$ cat src/hdl/mp2s_cell.sv
module mp2s_cell #(
  parameter int SAMPLE_BITS = 16
) (
  input  logic                          clk_i,
  input  logic                          rst_ni,
  input  logic                          shift_i,
  input  logic                          active_i,
  input  logic signed [SAMPLE_BITS-1:0] value_i,
  output logic signed [SAMPLE_BITS-1:0] value_o,
  output logic signed [SAMPLE_BITS-1:0] contrib_o
);

  localparam logic signed [SAMPLE_BITS-1:0] MinVal = {1'b1, {(SAMPLE_BITS-1){1'b0}}};

  logic signed [SAMPLE_BITS-1:0] value_q;
  logic signed [SAMPLE_BITS-1:0] value_d;

  assign value_d = shift_i ? value_i : value_q;

  always_ff @(posedge clk_i or negedge rst_ni) begin
    if (!rst_ni) begin
      value_q <= '0;
    end else begin
      value_q <= value_d;
    end
  end

  assign value_o   = value_q;
  // outside the kernel width the cell drops out of the maximum
  assign contrib_o = active_i ? value_q : MinVal;

endmodule

$ cat config.mk
export PLATFORM = sky130hd
export DESIGN_NAME = mp2s_cell
export DESIGN_NICKNAME = d
export VERILOG_FILES = /design/src/hdl/mp2s_cell.sv
export SDC_FILE = /design/constraint.sdc
export NUM_CORES = 1
export LEC_CHECK = 0
export BUFFER_PORTS_ARGS = -buffer_cell sky130_fd_sc_hd__buf_2
export CORE_UTILIZATION = 45
export CTS_BUF_LIST = sky130_fd_sc_hd__clkbuf_8
export DETAILED_ROUTE_END_ITERATION = 10
export MAX_ROUTING_LAYER = met4
export PLACE_DENSITY_LB_ADDON = 0.12
export SLEW_MARGIN = 20
export SYNTH_ARGS = -nofsm -noshare
export SYNTH_HDL_FRONTEND = slang
export SYNTH_SLANG_ARGS = --single-unit
$ cat constraint.sdc
create_clock -name clk_i -period 1.1 [get_ports clk_i]
set_input_delay 0.055 -clock clk_i [delete_from_list [all_inputs] [get_ports clk_i]]
set_output_delay 0.055 -clock clk_i [all_outputs]
set_load 0.01 [all_outputs]
==> metrics, run 1 <==
run status finished clean; YS warnings 0; clk buf depth 2; commonest cells after routing, fill and taps aside buf_2 (51), dfrtp_1 (16), and2_1 (15), mux2_4 (10), mux2_2 (6); Port Buffer Count 51; TritonCTS Sinks 16; layout cells sized above 1 68.57%; max_slew headroom 76.99%; routability cong. 0.7267; max reg flops 16; Max Slew Vio Count 0; syn avg cell area 14.77 sq um; CP bufs+invs 1; mapped cell area 753.2 sq um; sum of negative setup slack 0 ns; post-synthesis cell count 51; worst-margin pin slew 0.3452 ns; MaxCap Viol Count 0; Pre-antenna DRT Iters 1; register area share after synthesis 53.16%; Area Overhead vs Synth 43.19%; DIE AREA 1841 sq um; Hold Path Class input port to flop; H-tree depth reported by CTS 1; dominant cell type by area after synthesis dfrtp_1; DR DRC count 0; Yosys top cell area share 53.16%; number of global-route vias before repair 545; core area 1541 sq um; Post-CTS Resized 0; FF-to-FF End value_o[8]; pwr dens 1434 nW/um^2; Total GRT Usage 18.84%; ANT nets after route 0; Yosys reg bits 16; Synth cell types 8; final cell count without fillers 121; Top delay family on crit path flip-flops; Synth area leaders dfrtp_1 (53%), mux2_4 (20%), and2_1 (12%); Multi-input gate area 317.8 sq um; critical path peak fanout 3; via/cell ratio 4.719; most common cell after layout, fill and taps aside buf_2; root buf cell clkbuf_8; first-pass GRT wire length 2442 microns; Layout fillers 111; Slowest-stage cell, CP dfrtp_1; dpl cells 116; IO Count 52; CP endpoint kind output port; Setup Viol. Count Final 0; initial antenna violation count 0; VDD IR max 0.8431 mV; CP arrival 0.94 ns; crit path cell chain and2_1 -> buf_2; WP data required 1.04 ns; startpoint class of the critical path flop; Min-Delay Endpoint value_o[11]; Clk pin slew, worst setup/hold paths 0.06 ns; Remaining Overflow, GRT 0; RSZ-0062 raised after global routing no; Num CTS Buffers 3; setup bufs post-CTS 0; clock skew 0 ns; start point of the worst hold path value_i[11]; Die Span X 42.91 microns; antenna fix cells 0; critical path class flop to output port; hold buffers post-CTS 1; CTS tree yes; effective utilization at floorplan 48.86%; Register Area 400.4 sq um; 1st-iter DRT viols 0; largest net degree at the start of global routing 17; post-synthesis net count 71; Vert. Die Dim 42.91 microns; worst r2r src value_o[8]; R2R depth 1; Detailed Route WL 1516 microns; Max Fclk 1.007 GHz; worst reg-to-reg setup slack 0.31 ns; vias 571; worst skew pair latency 0.24 ns; Hold Fails Final Rpt 0; DR WL/cell 12.53 microns; part of the cycle the worst path needs 90.29%; final net count 126; CP peak stage delay 0.39 ns; WHS Path Cells 2; LEAKAGE 0.5904 nW; minimum clock period 0.9932 ns; row count 14
==> cell type report <==
| cell class | instances | share of cell area, % |
|---|---|---|
| Multi-Input combinational cell | 32 | 29.47 |
| Timing Repair Buffer | 53 | 26.45 |
| Sequential cell | 16 | 37.12 |
| Tap cell | 16 | 1.856 |
| Clock buffer | 4 | 5.104 |
==> cell families after synthesis <==
family	share of synthesized area, %
multiplexers	28.90
buffers and inverters	4.651
flip-flops	53.16
AND/OR/NAND/NOR	13.29
==> power breakdown <==
group | switching (mW) | total (mW) | internal (mW)
sequential | 0.0410 | 0.689 | 0.648
clock | 0.191 | 0.508 | 0.317
combinational | 0.153 | 0.349 | 0.196
==> synthesized netlist by cell type <==
cell type,instances
clkbuf_1,1
nand2b_1,1
mux2_2,6
buf_12,1
dfrtp_1,16
mux2_4,10
buf_6,1
and2_1,15
==> stage by stage <==
stage / utilization, % / setup WS (ns) / cell area [sq um] / total power, mW / hold WS (ns)
floorplan: - / 0.3128 / 753.2 / 0.8892 / -0.2406
global placement: 65.75 / 0.3180 / 1013 / 1.041 / -0.02190
detailed placement: 65.75 / 0.3061 / 1013 / 1.050 / -0.01810
CTS: 69.97 / 0.09295 / 1079 / 1.568 / 0.02915
global route: 69.97 / 0.06667 / 1079 / 1.631 / 0.03045
finish: 69.97 / 0.1068 / 1079 / 1.547 / 0.03604
==> metal layers <==
layer | part of all wire (%) | wire length, microns | global-route usage, %
met2 | 48 | 730 | 30.00
met1 | 45 | 684 | 23.42
met5 | 0 | 0 | -
met4 | 0 | 0 | 7.500
met3 | 6.7 | 101 | 3.830
==> how the worst max path moves through the flow <==
stage                     start      endpoint  slack (ns)  cells past startpoint
CTS                  value_o[7]  contrib_o[7]        0.09                      2
floorplan           value_o[10]   value_o[10]        0.31                      1
global placement        shift_i   value_o[15]        0.32                      3
finish               value_o[7]  contrib_o[7]        0.11                      2
detailed placement      shift_i    value_o[1]        0.31                      3
global route         value_o[8]  contrib_o[8]        0.07                      2
Note: power is estimated with default switching activity, not from simulation.
==> run 2, diff against run 1 <==
Settings changed: ABC_AREA from default to 1, BUFFER_PORTS_ARGS -buffer_cell sky130_fd_sc_hd__buf_2 to -buffer_cell sky130_fd_sc_hd__buf_4, CORE_UTILIZATION 45 to 46.
==> run 2 against run 1 <==
  * Wire length rose by 27%
  * Register-to-register slack improved by 0.12 ns
  * Clock-buffer cell count unchanged
  * Critical endpoint is now contrib_o[14]
  * Largest cell class is now buffers
==> metrics, run 2 <==
DR DRC count 0 (unchanged); Total GRT Usage 20.97% (+2.1 points); run status finished clean; vias 778 (+36%); HPWL after detailed placement 1325 microns; Top Metal Used met4; NetSw 0.4252 mW (+10%); MaxCap Viol Count 0 (unchanged); ANT nets after route 0 (unchanged); VDD IR max 0.9268 mV (+9.9%); max reg flops 16 (unchanged); WL met3 116 microns (+15%); post-synthesis cell count 102 (+100%); CP endpoint kind output port; clock share of power 32.1% (-0.8 points); clk buf depth 2 (unchanged); initial antenna violation count 0 (unchanged); TritonCTS Sinks 16 (unchanged); CP bufs+invs 2 (+1); row count 14 (unchanged); DIE AREA 1957 sq um (+6.3%); RSZ-0062 raised after global routing no; final cell count without fillers 178 (+47%); dpl cells 172 (+48%); 1st-iter DRT viols 23 (+23); dominant cell type by area after synthesis dfrtp_1; register area share after synthesis 48.78% (-4.4 points); P_int 1.161 mW (about the same); Max Fclk 1.032 GHz (+2.5%); Top delay family on crit path flip-flops; CP peak stage delay 0.42 ns (+0.03 ns); Multi-input gate area 290.3 sq um (-8.7%); core area 1594 sq um (+3.4%); Switching Share 26.81% (+1.9 points); worst skew pair latency 0.25 ns (about the same); pwr dens 1269 nW/um^2 (-12%); WP data required 1.04 ns (about the same); Power, Total 1.586 mW (+2.6%); Yosys top cell area share 48.78% (-4.4 points); commonest cells after routing, fill and taps aside buf_4 (51), nand2_1 (44), nand2_2 (20), inv_1 (16), dfrtp_1 (16); effective utilization at floorplan 51.49% (+2.6 points); layout cells sized above 1 49.35% (-19 points); Area Overhead vs Synth 52.29%; YS warnings 0 (unchanged); largest net degree at the start of global routing 18 (+1); final net count 175 (+39%); Die Span X 44.24 microns (+3.1%); max_slew headroom 85.77% (+8.8 points); LEAKAGE 0.7915 nW (+34%); worst-margin pin slew 0.2135 ns (-0.1317 ns); Vert. Die Dim 44.24 microns (+3.1%); root buf cell clkbuf_8; Post-CTS Resized 0 (unchanged); CP arrival 0.91 ns (-0.03 ns); syn avg cell area 8.047 sq um (-46%); Clk pin slew, worst setup/hold paths 0.06 ns (about the same); clock skew 0 ns (unchanged); DR WL/cell 10.79 microns (-14%); H-tree depth reported by CTS 1 (unchanged); EDFF count, synth 0 (unchanged); critical path class flop to output port; Met2 Wirelength 1020 microns (+40%); M1 WL 767 microns (+12%); sequential power share 43.5% (-1.1 points); Hold Fails Final Rpt 0 (unchanged); Pre-antenna DRT Iters 6 (+5); sum of negative setup slack 0 ns (unchanged); post-synthesis net count 122 (+72%); Slowest-stage cell, CP dfrtp_1; number of global-route vias before repair 683 (+25%); routability cong. 0.6669 (-8.2%); Remaining Overflow, GRT 0 (unchanged); Main synth FF type dfrtp_1; crit path cell chain nand2_1 -> inv_1 -> buf_4; Hold Path Class input port to flop; Port Buffer Count 51 (unchanged); synth cell count leaders nand2_1 (44), nand2_2 (20), dfrtp_1 (16), inv_1 (16), buf_6 (3); Synth cell types 8 (unchanged); most common cell after layout, fill and taps aside buf_4; CTS tree yes; Register Area 400.4 sq um (unchanged); Comb power frac 24.4% (+1.8 points); count leader, synth nand2_1; mapped cell area 820.8 sq um (+9.0%); DP Area 1175 sq um (+16%); Setup Viol. Count Final 0 (unchanged); Layout fillers 115 (+3.6%); Synth async-reset ratio 100.0% (unchanged); startpoint class of the critical path flop; via/cell ratio 4.371 (-7.4%); first-pass GRT wire length 2808 microns (+15%); final instance area 1250 sq um (+16%); IO Count 52 (unchanged); Num CTS Buffers 3 (unchanged); Detailed Route WL 1920 microns (+27%); minimum clock period 0.9688 ns (-0.02440 ns); antenna fix cells 0 (unchanged); critical path peak fanout 3 (unchanged); Max Slew Vio Count 0 (unchanged); part of the cycle the worst path needs 88.08% (-2.2 points); Synth area leaders dfrtp_1 (49%), nand2_1 (20%), nand2_2 (15%); Yosys reg bits 16 (unchanged)
-- run 2: final timing paths --
check | from | endpoint | slack, ns | cells after the start
setup / recovery | value_o[14] | contrib_o[14] | 0.13 | 3
hold / removal | value_i[0] | value_o[0] | 0.006 | 3
setup reg to reg | value_o[14] | value_o[14] | 0.43 | 2
hold reg to reg | value_o[0] | value_o[0] | 0.50 | 2
max in group asynchronous | rst_ni | value_o[12] | 0.72 | 2
min in group asynchronous | rst_ni | value_o[0] | 0.20 | 2
-- run 2: worst register-to-register path: stages (launching register included) --
cell and delay, ns:
dfrtp_1 0.42, nand2_1 0.09, nand2_1 0.05
-- run 2: area by class of cell --
| cell class | instances | share of cell area (%) |
|---|---|---|
| clock buffer | 4 | 4.404 |
| multi-input combinational | 64 | 23.22 |
| tap | 24 | 2.402 |
| sequential | 16 | 32.03 |
| timing repair buffer | 53 | 32.23 |
| inverter | 17 | 5.706 |
-- run 2: per-layer routing --
layer  track usage [%]  up-vias
met4             9.091        0
li1                  -      388
met5                 -        -
met3             4.898        2
met1             23.16      359
met2             35.88       29
-- run 2: power groups by stage --
stage / logic (mW) / registers [mW] / clock network, mW
after floorplan: 0.159 / 0.719 / 0
after global placement: 0.376 / 0.695 / 0
after detailed placement: 0.385 / 0.698 / 0
after CTS: 0.392 / 0.689 / 0.525
after global routing: 0.423 / 0.696 / 0.541
final: 0.387 / 0.690 / 0.509
-- run 2: stage by stage --
stage	hold slack [ns]	setup slack (ns)	util, %
CTS	0.001341	0.1292	78.41
detailed placement	-0.07507	0.4128	73.70
floorplan	-0.2406	0.4603	-
global route	0.01651	0.09586	78.41
global placement	-0.07710	0.4223	73.70
finish	0.005828	0.1312	78.41
-- run 2: cells by family after synthesis --
group	Yosys count	synth area share, %
AND/OR/NAND/NOR	64	35.37
flip-flops	16	48.78
buffers and inverters	22	15.85
-- run 2: timing repair --
| action | in CTS | in global routing |
|---|---|---|
| hold buffers | 2 | 0 |
| endpoints found under the setup margin | 0 | 0 |
| setup buffers | 0 | 0 |
| endpoints found under the hold margin | 17 | 0 |
==> run 3, diff against run 2 <==
Settings changed: ABC_AREA 1 to default, CELL_PAD_IN_SITES_DETAIL_PLACEMENT from default to 1, CELL_PAD_IN_SITES_GLOBAL_PLACEMENT from default to 1, CORE_UTILIZATION 46 to 33.
==> run 3 against run 2 <==
  * Worst setup slack got worse by 0.036 ns
  * Sequential power about the same
  * Total power decreased by 3.6%
  * Non-clock buffer count fell by 1
==> metrics, run 3 (synthesis results as in run 1) <==
run status finished clean; sequential power share 45.3% (+1.8 points); root buf cell clkbuf_8; clock skew 0 ns (unchanged); number of global-route vias before repair 594 (-13%); startpoint class of the critical path flop; worst skew pair latency 0.23 ns (-0.02 ns); Port Buffer Count 51 (unchanged); P_int 1.153 mW (-0.70%); WP data required 1.04 ns (about the same); VDD IR max 0.6879 mV (-26%); row count 16 (+2); minimum clock period 1.005 ns (+0.03636 ns); CP arrival 0.95 ns (+0.04 ns); final instance area 1186 sq um (-5.1%); largest net degree at the start of global routing 17 (-1); HPWL after detailed placement 1382 microns (+4.3%); worst-margin pin slew 0.2549 ns (+0.04143 ns); IO Count 52 (unchanged); first-pass GRT wire length 2904 microns (+3.4%); LEAKAGE 0.6107 nW (-23%); most common cell after layout, fill and taps aside buf_4; worst reg-to-reg setup slack 0.31 ns (-0.12 ns); effective utilization at floorplan 36.53% (-15 points); vias 584 (-25%); initial antenna violation count 0 (unchanged); part of the cycle the worst path needs 91.38% (+3.3 points); Area Overhead vs Synth 57.48%; hold buffers post-CTS 1 (-1); Setup Viol. Count Final 0 (unchanged); final net count 125 (-29%); Layout fillers 222 (+93%); H-tree depth reported by CTS 1 (unchanged); Register Area 400.4 sq um (unchanged); Hold Fails Final Rpt 0 (unchanged); Switching Share 24.63% (-2.2 points); Vert. Die Dim 49.78 microns (+13%); layout cells sized above 1 67.96% (+19 points); Max Fclk 0.9948 GHz (-3.6%); Detailed Route WL 1770 microns (-7.8%); TritonCTS Sinks 16 (unchanged); clk buf depth 2 (unchanged); DIE AREA 2478 sq um (+27%); 1st-iter DRT viols 1 (-96%); DR WL/cell 13.62 microns (+26%); commonest cells after routing, fill and taps aside buf_4 (51), dfrtp_1 (16), and2_1 (15), mux2_4 (10), mux2_2 (6); Total GRT Usage 16.09% (-4.9 points); Post-CTS Resized 0 (unchanged); routability cong. 0.6326 (-5.1%); Hold Path Class input port to flop; max_slew headroom 83.01% (-2.8 points); critical path peak fanout 3 (unchanged); ANT nets after route 0 (unchanged); MaxCap Viol Count 0 (unchanged); antenna fix cells 0 (unchanged); max reg flops 16 (unchanged); Comb power frac 27.5% (+3.1 points); setup bufs post-CTS 0 (unchanged); critical path class flop to output port; NetSw 0.3767 mW (-11%); DR DRC count 0 (unchanged); pwr dens 1290 nW/um^2 (+1.6%); via/cell ratio 4.492 (+2.8%); CP endpoint kind output port; Max Slew Vio Count 0 (unchanged); Die Span X 49.78 microns (+13%); RSZ-0062 raised after global routing no; core area 2062 sq um (+29%); Remaining Overflow, GRT 0 (unchanged); Multi-input gate area 317.8 sq um (+9.5%); sum of negative setup slack 0 ns (unchanged); Pre-antenna DRT Iters 3 (-3); clock share of power 27.2% (-4.9 points); CTS tree yes; Clk pin slew, worst setup/hold paths 0.06 ns (about the same); Num CTS Buffers 3 (unchanged); DP Area 1135 sq um (-3.4%)
[run 3: cell types whose count changed in the layout (fill, tap and decap cells not counted)]
cell / delta
nand2b_1: +1
mux2_2: +6
nand2_1: -44
inv_1: -16
and2_1: +15
dlygate4sd3_1: -1
nand2_2: -20
mux2_4: +10
inv_8: -1
clkbuf_8: -1
[run 3: final timing paths]
kind | endpoint | cells after the start | from
worst max-delay path | contrib_o[9] | 2 | value_o[9]
worst min-delay path | value_o[7] | 2 | value_i[7]
worst max register to register | value_o[9] | 1 | value_o[9]
worst min register to register | value_o[11] | 1 | value_o[11]
max in group asynchronous | value_o[14] | 2 | rst_ni
min in group asynchronous | value_o[12] | 2 | rst_ni
[run 3: per-stage QoR]
stage	instances	hold slack (ns)	worst slack [ns]	utilization, %	total power, mW
2_1_floorplan	51	-0.2406	0.3128	-	0.8892
3_3_place_gp	126	-0.07787	0.3063	55.04	1.114
3_5_place_dp	126	-0.07451	0.2773	55.04	1.128
4_1_cts	130	0.04174	0.08062	57.52	1.549
5_1_grt	130	0.04079	0.05147	57.52	1.612
6_report	130	0.04149	0.09479	57.52	1.530
[run 3: area by class of cell]
cell class	count	area share, %
tap	27	2.848
timing repair buffer	52	33.12
sequential	16	33.76
clock buffer	3	3.481
multi-input combinational	32	26.79
[run 3: power by group through the flow]
stage / logic (mW) / registers, mW / clock network, mW
after floorplan: 0.166 / 0.723 / 0
after global placement: 0.413 / 0.702 / 0
after detailed placement: 0.425 / 0.704 / 0
after CTS: 0.427 / 0.695 / 0.427
after global routing: 0.449 / 0.703 / 0.460
final: 0.420 / 0.693 / 0.416
[run 3: critical path, stage by stage, from the launching register on]
cell     delay (ns)
dfrtp_1        0.40
and2_1         0.17
buf_4          0.14
[run 3: metal layers]
metal | vias up | wire length [microns] | global-route usage, % | share of wire (%)
met5 | - | 0 | - | 0
met4 | 0 | 0 | 2.857 | 0
met3 | 0 | 124 | 3.395 | 7.0
met2 | 29 | 935 | 28.60 | 53
met1 | 283 | 710 | 18.68 | 40
li1 | 272 | - | - | -
