## src/hdl/mp2s_max_tree.sv

```systemverilog
module mp2s_max_tree #(
  parameter int N           = 8,
  parameter int SAMPLE_BITS = 16
) (
  input  logic signed [SAMPLE_BITS-1:0] val_i [N],
  output logic signed [SAMPLE_BITS-1:0] max_o
);

  localparam int P = 1 << $clog2(N);
  localparam logic signed [SAMPLE_BITS-1:0] MinVal = {1'b1, {(SAMPLE_BITS-1){1'b0}}};

  // node 0 is the root, leaves sit at P-1 .. 2P-2
  logic signed [SAMPLE_BITS-1:0] node [2*P-1];

  for (genvar i = 0; i < P; i++) begin : g_leaf
    if (i < N) begin : g_used
      assign node[P-1+i] = val_i[i];
    end else begin : g_pad
      assign node[P-1+i] = MinVal;
    end
  end

  for (genvar i = 0; i < P-1; i++) begin : g_node
    assign node[i] = (node[2*i+1] > node[2*i+2]) ? node[2*i+1] : node[2*i+2];
  end

  assign max_o = node[0];

endmodule

```

## config.mk

```make
export PLATFORM = sky130hd
export DESIGN_NAME = mp2s_max_tree
export DESIGN_NICKNAME = d
export VERILOG_FILES = /design/src/hdl/mp2s_max_tree.sv
export SDC_FILE = /design/constraint.sdc
export NUM_CORES = 1
export LEC_CHECK = 0
export BUFFER_PORTS_ARGS = -buffer_cell sky130_fd_sc_hd__buf_2
export CAP_MARGIN = 20
export CORE_MARGIN = 10
export CORE_UTILIZATION = 50
export DETAILED_ROUTE_END_ITERATION = 6
export GPL_ROUTABILITY_DRIVEN = 0
export PLACE_DENSITY = 0.91
export SLEW_MARGIN = 15
export SYNTH_ARGS = -nofsm -noshare
export SYNTH_HDL_FRONTEND = slang
export SYNTH_SLANG_ARGS = --single-unit
```

## constraint.sdc

```tcl
create_clock -name vclk -period 7.7
set_clock_uncertainty 0.2 [all_clocks]
set_input_delay 0.385 -clock vclk [all_inputs]
set_output_delay 0.385 -clock vclk [all_outputs]
set_load 0.01 [all_outputs]
```

==> results by stage, run 1 <==
Finish:
- 0 antenna diodes ended up in the layout.
- The final net count is 1054.
- There are 0 flip-flops and latches.
- The footprint of the flip-flops and latches is 0 sq um.
- The number of fill cells in the layout is 571.
- The area growth from synthesis to layout is 41.68%.
- The layout has 0 clock buffers.
- The ratio of cells with drive above 1 in the final layout is 0.3980.

Timing:
- The max-slew violation count is 0.
- The final count of hold timing violations is 0.
- After layout, the worst setup slack is -0.4314 ns.
- The normalized max-slew margin is 0.5910.
- Derived from the worst setup path, the maximum achievable clock frequency is 123.0 MHz.
- The routed design could run at a clock period as short as 8.131 ns.
- Of the available clock period, the critical path in the final layout requires 1.056.
- For the pin with the worst max-slew slack, the measured transition is 0.6113 ns.
- The number of setup violations in the final report is 16.

Floorplan:
- The number of I/O pins is 144.
- The core box area is 8806 sq um.
- Row generation in the floorplan step produced 34 rows.
- The floorplan step set the die width to 115.4 um.
- The height of the die is 115.4 um.
- The initial core utilization is 0.5165.
- The die covers 13310 sq um.

Routing:
- Before antenna repair, the detailed router went through 7 iterations.
- The DRC violations left is 0.
- The count of antenna-violating nets left after detailed routing is 0.
- The violation count after the first detailed-routing iteration is 926.
- After detailed routing, the total wire length is 20900 um.
- For this block, the via count after detailed routing is 6309.
- The per-cell routed wire length is 22.66 um.
- In the routed layout, each cell is associated on average with a via count of 6.843.

Min path:
- The worst hold path passes through 5 cells.
- The startpoint identified for the worst hold timing path is val_i[74].
- The end point of the worst hold path is max_o[10].
- The path class of the tightest hold or removal check is in2out.

Setup path:
- The buffer and inverter count on the worst path is 9.
- The worst setup path is launched from an input port.
- For the worst setup path, the data required time is 7.11 ns.
- On the critical path, the stage with the largest delay is an instance of sky130_fd_sc_hd__mux2i_1.
- The cell family contributing the most delay on the critical path is compound AO/OA/AOI/OAI gates.
- The critical path's most frequent cell is sky130_fd_sc_hd__buf_6.
- For this run, the slowest stage of the critical path takes 0.52 ns.
- The endpoint type of the worst setup path is a primary output.
- Along the worst path, the maximum fanout reaches 12.
- The kind of critical path is in2out.
- STA puts the critical path data arrival time at 7.55 ns.

Pwr:
- The worst-case IR drop observed on VDD is 0.0002106 V.
- The net switching power is 0.9917 mW.
- The sequential fraction of design power is 0.
- The share of total power dissipated in combinational logic is 1.000.
- Of the total power, the clock network draws 0.
- The switching share of power is 0.5397.
- The completed layout was analyzed and its total power is 1.838 mW.
- For this design the static power due to leakage is 3.317 nW.
- In this run the power density over the cells is 285.2 nW/um^2.
- The total internal power is 0.8458 mW.

Job:
- Max-cap violations in this run came to 0.

Synth:
- Sorting the synthesized cells by area gives the leading types as sky130_fd_sc_hd__ha_1, sky130_fd_sc_hd__inv_1, sky130_fd_sc_hd__a21oi_1.
- Synthesis produced a netlist whose cell count is 628.
- Synthesis produced a netlist with a net count of 866.
- The total number of yosys warnings is 0.
- The area of the mapped netlist is 4548 sq um.
- Of the post-synthesis cell area, the dominant cell type holds 0.3026.
- The mean instance size in the synthesized netlist is 7.242 sq um.
- The cell taking the most area after synthesis is sky130_fd_sc_hd__ha_1.
- The fraction of the yosys area taken by sequential cells is 0.
- The netlist uses 52 different library cells.

Global routing:
- The global-route usage over all layers is 0.2175.
- Entering global routing, the biggest net connects 29 pins.
- After global routing the overflow that remains totals 0.
- The number of global-route vias before repair is 5409.
- The number of antenna violations at the first check in global routing is 0.
- The global-route wire length before repair is 24620 um.

Place:
- The placed wire-length estimate is 13710 um.
- During placement, the flow inserted port buffers numbering 144.
- The worst setup slack after placement is -0.1277 ns.

Status:
- The final reports fail on setup timing.
- The flow ran to the end, but the final reports show violations.
[what timing repair did]
action | 4_1_cts | 5_1_grt
hold buffers | 0 | 0
gates cloned | 0 | 4
pin swaps | 0 | 37
resized for setup | 8 | 100
setup buffers | 2 | 31
setup endpoints to repair | 16 | 16
[logic make-up (layout without fill, tap and decap cells)]
family                     Yosys count  count (layout)  share of synthesized area
AOI/OAI and AO/OA                  207             207                     0.3244
muxes                               50              50                     0.1144
buffers and inverters              124             310                     0.1059
and+or+nand+nor                    135             135                     0.1488
adders and majority gates          110             110                     0.3026
xor gates and xnor gates             2               2                   0.003852
[stage by stage]
| step | hold WS (ns) | area, sq um | std cells | TNS (ns) | util |
|---|---|---|---|---|---|
| final | 1.179 | 6444 | 922 | -5.629 | 0.7317 |
| after global routing | 1.215 | 6444 | 922 | -7.472 | 0.7317 |
| after CTS | 1.147 | 5619 | 887 | 0 | 0.6381 |
| after detailed placement | 1.156 | 5572 | 885 | -1.184 | 0.6327 |
| after global placement | 1.150 | 5572 | 885 | 0 | 0.6327 |
| after floorplan | 0.9415 | 4548 | 628 | 0 | - |
[routing by layer]
metal	share of wire	track usage	vias up
met2	0.44	0.3879	598
met5	0	0	-
met3	0.12	0.04896	202
met4	0.082	0.04983	0
li1	-	-	2742
met1	0.35	0.2577	2767
[power groups by stage]
stage / clock, mW / sequential, mW / combinational, mW
finish: 0 / 0 / 1.84
global route: 0 / 0 / 1.91
CTS: 0 / 0 / 1.35
detailed placement: 0 / 0 / 1.33
global placement: 0 / 0 / 1.30
floorplan: 0 / 0 / 0.882
[Yosys cell counts, types with 6 or more instances]
library cell	count
sky130_fd_sc_hd__a21o_1	19
sky130_fd_sc_hd__a21oi_1	68
sky130_fd_sc_hd__a31oi_1	7
sky130_fd_sc_hd__a41oi_1	14
sky130_fd_sc_hd__buf_2	7
sky130_fd_sc_hd__clkbuf_1	17
sky130_fd_sc_hd__ha_1	110
sky130_fd_sc_hd__inv_1	98
sky130_fd_sc_hd__mux2_2	16
sky130_fd_sc_hd__mux2i_1	34
sky130_fd_sc_hd__nand2_1	22
sky130_fd_sc_hd__nand4_1	22
sky130_fd_sc_hd__nor2_1	49
sky130_fd_sc_hd__nor2b_1	6
sky130_fd_sc_hd__o211ai_1	7
sky130_fd_sc_hd__o21a_1	10
sky130_fd_sc_hd__o21ai_0	13
sky130_fd_sc_hd__o22ai_1	15
sky130_fd_sc_hd__o31a_1	17
sky130_fd_sc_hd__o41ai_1	7
sky130_fd_sc_hd__o41ai_2	10
[layout make-up]
class | count | area (sq um) | share of cell area
multi-input combinational | 504 | 4591 | 0.7124
timing repair buffer | 212 | 1350 | 0.2095
inverter | 98 | 367.9 | 0.05709
tap | 108 | 135.1 | 0.02097
[worst max-delay path by stage]
stage	start	to	slack [ns]	depth (start not counted)
floorplan	val_i[111]	max_o[1]	0.04	34
global placement	val_i[103]	max_o[13]	0.05	36
detailed placement	val_i[111]	max_o[13]	-0.13	36
CTS	val_i[73]	max_o[13]	0.007	34
global route	val_i[73]	max_o[15]	-0.54	35
finish	val_i[73]	max_o[4]	-0.43	35
[placed cells by master, fill, tap and decap left out, types with 14 or more instances in the layout]
| master | Yosys | routed |
|---|---|---|
| sky130_fd_sc_hd__o22ai_1 | 15 | 14 |
| sky130_fd_sc_hd__buf_4 | 0 | 51 |
| sky130_fd_sc_hd__ha_4 | 0 | 15 |
| sky130_fd_sc_hd__o31a_1 | 17 | 17 |
| sky130_fd_sc_hd__ha_1 | 110 | 94 |
| sky130_fd_sc_hd__a21oi_2 | 0 | 14 |
| sky130_fd_sc_hd__mux2i_1 | 34 | 26 |
| sky130_fd_sc_hd__nand2_1 | 22 | 22 |
| sky130_fd_sc_hd__buf_2 | 7 | 146 |
| sky130_fd_sc_hd__nor2_1 | 49 | 43 |
| sky130_fd_sc_hd__a21oi_1 | 68 | 51 |
| sky130_fd_sc_hd__a21o_1 | 19 | 19 |
| sky130_fd_sc_hd__inv_1 | 98 | 87 |
| sky130_fd_sc_hd__nand4_1 | 22 | 22 |
| sky130_fd_sc_hd__mux2_2 | 16 | 16 |
Power figures use the tool's default switching activity.
==> inputs of run 2 (changes only) <==
Settings changed: PLACE_DENSITY 0.91 to 0.88.
Clock period 7.7 ns to 8.5 ns, I/O delays scaled along.
==> results by stage, run 2 (synthesis results as in run 1) <==
Timing:
- The smallest clock period supported by the final layout is computed as 8.014 ns.
- The minimum setup slack in the final design was 0.4861 ns (was -0.4314 ns).
- The slew at the pin closest to its max-slew limit is 1.098 ns (was 0.6113 ns).
- The normalized max-slew margin is 0.2629 (was 0.5910).
- The number of setup violations in the final report is 0 (was 16).
- The max-slew violation count is 0 (unchanged).
- The final count of hold timing violations is 0 (unchanged).
- Of the available clock period, the critical path in the final layout requires 0.9428.
- The highest attainable clock frequency is 124.8 MHz.

Floorplan:
- The number of I/O pins is 144 (unchanged).
- The height of the die came to 115.4 um (unchanged).
- The chip width was 115.4 um (unchanged).
- The total number of placement rows was 34 (unchanged).
- The area enclosed by the die boundary came to 13310 sq um (unchanged).
- The core box area is 8806 sq um (unchanged).
- The initial core utilization was 0.5165 (unchanged).

Global routing:
- The number of antenna violations at the first check in global routing is 0 (unchanged).
- The global-route wire length before repair came to 23540 um (was 24620 um).
- The total global routing overflow is 0 (unchanged).
- The maximum number of pins on one net before global-route repair is 30 (was 29).
- The global-route usage over all layers was 0.2076 (was 0.2175).
- The number of global-route vias before repair is 5190 (was 5409).

Setup path:
- The endpoint type of the worst setup path was a primary output (unchanged).
- The startpoint type of the worst setup path is an input port (unchanged).
- The kind of critical path is in2out (unchanged).
- The required time at the worst-slack endpoint is 7.88 ns (was 7.11 ns).
- The arrival time reported for the critical path endpoint is 7.39 ns (was 7.55 ns).
- The master of the slowest instance on the critical path is sky130_fd_sc_hd__or4_1 (was sky130_fd_sc_hd__mux2i_1).
- The maximum fanout along the worst path is 17 (was 12).
- The biggest cell delay along the critical path is 0.50 ns (was 0.52 ns).

Finish:
- The layout-stage area growth over the synthesis result is 20.25% (was 41.68%).
- The final net count is 1003 (was 1054).
- The number of sequential cells came to 0 (unchanged).
- The number of fill cells in the layout is 791 (was 571).
- The clock buffer instance count of the final layout came to 0 (unchanged).
- The footprint of the flip-flops and latches is 0 sq um (unchanged).
- The ratio of cells with drive above 1 in the final layout is 0.2647 (was 0.3980).
- Leading cell types in the layout, fill and taps excluded: sky130_fd_sc_hd__buf_2, sky130_fd_sc_hd__ha_1, sky130_fd_sc_hd__inv_1 (unchanged).
- The count of antenna diodes in the layout was 0 (unchanged).
- The post-layout utilization of the core is 0.6211 (was 0.7317).
- The most common cell after layout, fill and taps aside is sky130_fd_sc_hd__buf_2 (unchanged).

Job:
- The number of violations of the max-capacitance limit is 0 (unchanged).

Place:
- The number of I/O port buffers is 144 (unchanged).
- The worst setup slack after placement is 0.2561 ns (was -0.1277 ns).
- The placed wire-length estimate is 13010 um (was 13710 um).

Clock tree:
- The number of hold buffers added after CTS is 0 (unchanged).

Min path:
- The worst hold path class is in2out (unchanged).

Routing:
- The number of iterations in the first detailed-routing pass came to 6 (was 7).
- The number of vias per cell after detailed routing is 6.181 (was 6.843).
- The per-cell routed wire length is 16.95 um (was 22.66 um).
- The DRC violations left is 0 (unchanged).
- The detailed-route via count is 5384 (was 6309).
- The violation count after the first detailed-routing iteration was 519 (was 926).
- The count of antenna-violating nets left after detailed routing is 0 (unchanged).
- The sum of routed wire length over all layers was 14760 um (was 20900 um).

Pwr:
- The peak supply drop came to 0.0001688 V (was 0.0002106 V).
- The power density over the cells is 218.5 nW/um^2 (was 285.2 nW/um^2).
- The leakage power total is 3.003 nW (was 3.317 nW).

Status:
- Run status: completed (was complete, but fails checks).
-- run 2: cell types whose count changed in the layout (fill, tap and decap cells not counted), moves of 8 or more --
cell,change
sky130_fd_sc_hd__buf_6,-8
sky130_fd_sc_hd__buf_4,-36
sky130_fd_sc_hd__a21oi_2,-11
sky130_fd_sc_hd__inv_1,+10
sky130_fd_sc_hd__ha_1,+16
sky130_fd_sc_hd__mux2i_1,+8
sky130_fd_sc_hd__a21oi_1,+14
sky130_fd_sc_hd__ha_4,-15
sky130_fd_sc_hd__inv_2,-11
-- run 2: worst paths after layout --
path                    from   endpoint  depth (start not counted)
hold / removal     val_i[74]  max_o[10]                          5
setup / recovery  val_i[111]   max_o[1]                         33
-- run 2: layout make-up --
cell class	instances	area [sq um]	share of cell area
inverter	98	371.6	0.06795
multi-input combinational	504	4113	0.7520
tap	108	135.1	0.02471
timing repair inverter	1	5.005	0.0009151
timing repair buffer	160	844.6	0.1544
-- run 2: critical path: cells and delay by family --
family / cells / cell delay [ns]
compound gates: 14 / 3.25
simple gates: 10 / 1.78
fa+ha+maj: 3 / 1.06
buf+inv: 6 / 0.87
-- run 2: through the flow --
step                      hold slack (ns)  total power [mW]  setup TNS [ns]  instances  instance area [sq um]
after CTS                           1.223             1.160               0        870                   5421
final                               1.222             1.195               0        871                   5469
after global placement              1.235             1.133               0        870                   5421
after floorplan                     1.022            0.7991               0        628                   4548
after detailed placement            1.220             1.155               0        870                   5421
after global routing                1.269             1.300       -0.004449        871                   5469
-- run 2: per-layer routing --
| metal | vias up | part of all wire | global-route usage |
|---|---|---|---|
| met5 | - | 0 | 0 |
| met4 | 0 | 0.025 | 0.03547 |
| met3 | 52 | 0.090 | 0.03073 |
| met2 | 265 | 0.47 | 0.3638 |
| met1 | 2427 | 0.41 | 0.2645 |
| li1 | 2640 | - | - |
-- run 2: timing repair --
action,4_1_cts,5_1_grt
endpoints found under the setup margin,0,16
setup buffers,0,0
gates resized for setup,0,13
-- run 2: report_power, final --
group,internal [mW],switching (mW),total (mW)
sequential,0,0,0
combinational,0.524,0.671,1.20
clock,0,0,0
total,0.524,0.671,1.20
==> inputs of run 3 (changes only) <==
Settings changed: CELL_PAD_IN_SITES_DETAIL_PLACEMENT set to 0, CELL_PAD_IN_SITES_GLOBAL_PLACEMENT set to 1, CORE_UTILIZATION 50 to 38, PLACE_DENSITY 0.88 to 0.93.
==> results by stage, run 3 (synthesis results as in run 1) <==
Timing:
- The final critical path time including I/O delays and setup is 8.040 ns (was 8.014 ns).
- The normalized max-slew margin was 0.4904 (was 0.2629).
- The slew at the pin closest to its max-slew limit was 0.7644 ns (was 1.098 ns).
- The final count of hold timing violations is 0 (unchanged).
- The minimum setup slack in the final design was 0.4604 ns (was 0.4861 ns).
- The ratio of final minimum period to clock period came to 0.9458 (was 0.9428).
- The max-slew violation count is 0 (unchanged).
- The highest attainable clock frequency is 124.4 MHz (was 124.8 MHz).
- The number of setup violations in the final report came to 0 (unchanged).

Routing:
- The count of antenna-violating nets left after detailed routing is 0 (unchanged).
- The DRC violations left was 0 (unchanged).
- The number of vias per cell after detailed routing is 5.638 (was 6.181).
- The violation count after the first detailed-routing iteration was 372 (was 519).
- The per-cell routed wire length was 16.33 um (was 16.95 um).
- The detailed-route via count is 5097 (was 5384).
- The number of iterations in the first detailed-routing pass is 5 (was 6).
- The sum of routed wire length over all layers came to 14760 um (about the same).

Finish:
- The layout-stage area growth over the synthesis result is 21.29% (was 20.25%).
- The most common cell after layout, fill and taps aside is sky130_fd_sc_hd__buf_2 (unchanged).
- The ratio of cells with drive above 1 in the final layout was 0.2615 (was 0.2647).
- The final net count is 1001 (was 1003).
- The count of antenna diodes in the layout is 0 (unchanged).
- The clock buffer instance count of the final layout came to 0 (unchanged).
- The number of sequential cells came to 0 (unchanged).
- Leading cell types in the layout, fill and taps excluded: sky130_fd_sc_hd__buf_2, sky130_fd_sc_hd__ha_1, sky130_fd_sc_hd__inv_1 (unchanged).
- The footprint of the flip-flops and latches was 0 sq um (unchanged).

Setup path:
- The biggest cell delay along the critical path came to 0.51 ns (was 0.50 ns).
- The maximum fanout along the worst path is 27 (was 17).
- The critical path launch point is val_i[111] (unchanged).
- The endpoint type of the worst setup path is a primary output (unchanged).
- The master of the slowest instance on the critical path is sky130_fd_sc_hd__or4_1 (unchanged).
- The kind of critical path is in2out (unchanged).
- The required time at the worst-slack endpoint was 7.88 ns (about the same).
- The arrival time reported for the critical path endpoint was 7.41 ns (was 7.39 ns).
- The startpoint type of the worst setup path was an input port (unchanged).

Pwr:
- The overall power of the completed layout is 1.181 mW (was 1.195 mW).
- The power density over the cells is 214.1 nW/um^2 (was 218.5 nW/um^2).
- The peak supply drop is 0.0001633 V (was 0.0001688 V).
- The leakage power total is 3.010 nW (was 3.003 nW).

Floorplan:
- The total number of placement rows came to 39 (was 34).
- The number of I/O pins was 144 (unchanged).
- The area enclosed by the die boundary is 16740 sq um (was 13310 sq um).
- The initial core utilization is 0.3933 (was 0.5165).
- The chip width was 129.4 um (was 115.4 um).
- The height of the die is 129.4 um (was 115.4 um).
- The core box area is 11560 sq um (was 8806 sq um).

Min path:
- The worst hold path class is in2out (unchanged).
- The startpoint of the tightest hold check path is val_i[72] (was val_i[74]).

Global routing:
- The number of antenna violations at the first check in global routing was 0 (unchanged).
- The global-route usage over all layers is 0.1651 (was 0.2076).
- The total global routing overflow is 0 (unchanged).
- The global-route wire length before repair was 23320 um (was 23540 um).
- The maximum number of pins on one net before global-route repair is 32 (was 30).
- The number of global-route vias before repair is 4936 (was 5190).

Place:
- The number of I/O port buffers is 144 (unchanged).
- The worst setup slack after placement is 0.2314 ns (was 0.2561 ns).
- The placed wire-length estimate came to 13160 um (was 13010 um).

Status:
- Run status: completed (unchanged).

Job:
- The number of violations of the max-capacitance limit is 0 (unchanged).
-- run 3: worst paths after layout --
check	endpoint	slack, ns	cells past startpoint
worst max-delay path	max_o[1]	0.46	34
worst min-delay path	max_o[8]	1.25	5
-- run 3: area by class of cell --
| type | count | area, sq um |
|---|---|---|
| timing repair buffer | 159 | 858.3 |
| tap | 143 | 178.9 |
| fill | 1184 | 6048 |
| multi-input combinational | 504 | 4111 |
| inverter | 98 | 367.9 |
-- run 3: layer usage --
metal,vias to the layer above,track usage,share of wire
li1,2632,-,-
met1,2281,0.2256,0.46
met2,178,0.2805,0.46
met3,6,0.02365,0.079
met4,0,0.008027,0.0027
met5,-,0,0
-- run 3: timing repair --
action	in CTS	in global routing
setup buffers	0	0
resized for setup	0	12
setup endpoints to repair	0	16
hold endpoints to repair	0	0
hold buffers	0	0
-- run 3: through the flow --
stage | util | hold WS, ns | cells | TNS (ns) | cell area (sq um)
5_1_grt | 0.4770 | 1.281 | 904 | -0.2956 | 5517
2_1_floorplan | - | 1.022 | 628 | 0 | 4548
4_1_cts | 0.4730 | 1.256 | 904 | 0 | 5470
3_3_place_gp | 0.4730 | 1.267 | 904 | 0 | 5470
3_5_place_dp | 0.4730 | 1.252 | 904 | 0 | 5470
6_report | 0.4770 | 1.251 | 904 | 0 | 5517
-- run 3: power by group --
group | internal [mW] | total (mW) | switching, mW
logic | 0.525 | 1.18 | 0.656
registers | 0 | 0 | 0
clock network | 0 | 0 | 0
-- run 3: critical path: cells and delay by family --
| family | cells | cell delay, ns |
|---|---|---|
| buffers and inverters | 6 | 0.84 |
| AO/OA/AOI/OAI | 13 | 2.63 |
| adder cells (fa/ha/maj) | 3 | 1.00 |
| AND/OR/NAND/NOR | 12 | 2.52 |
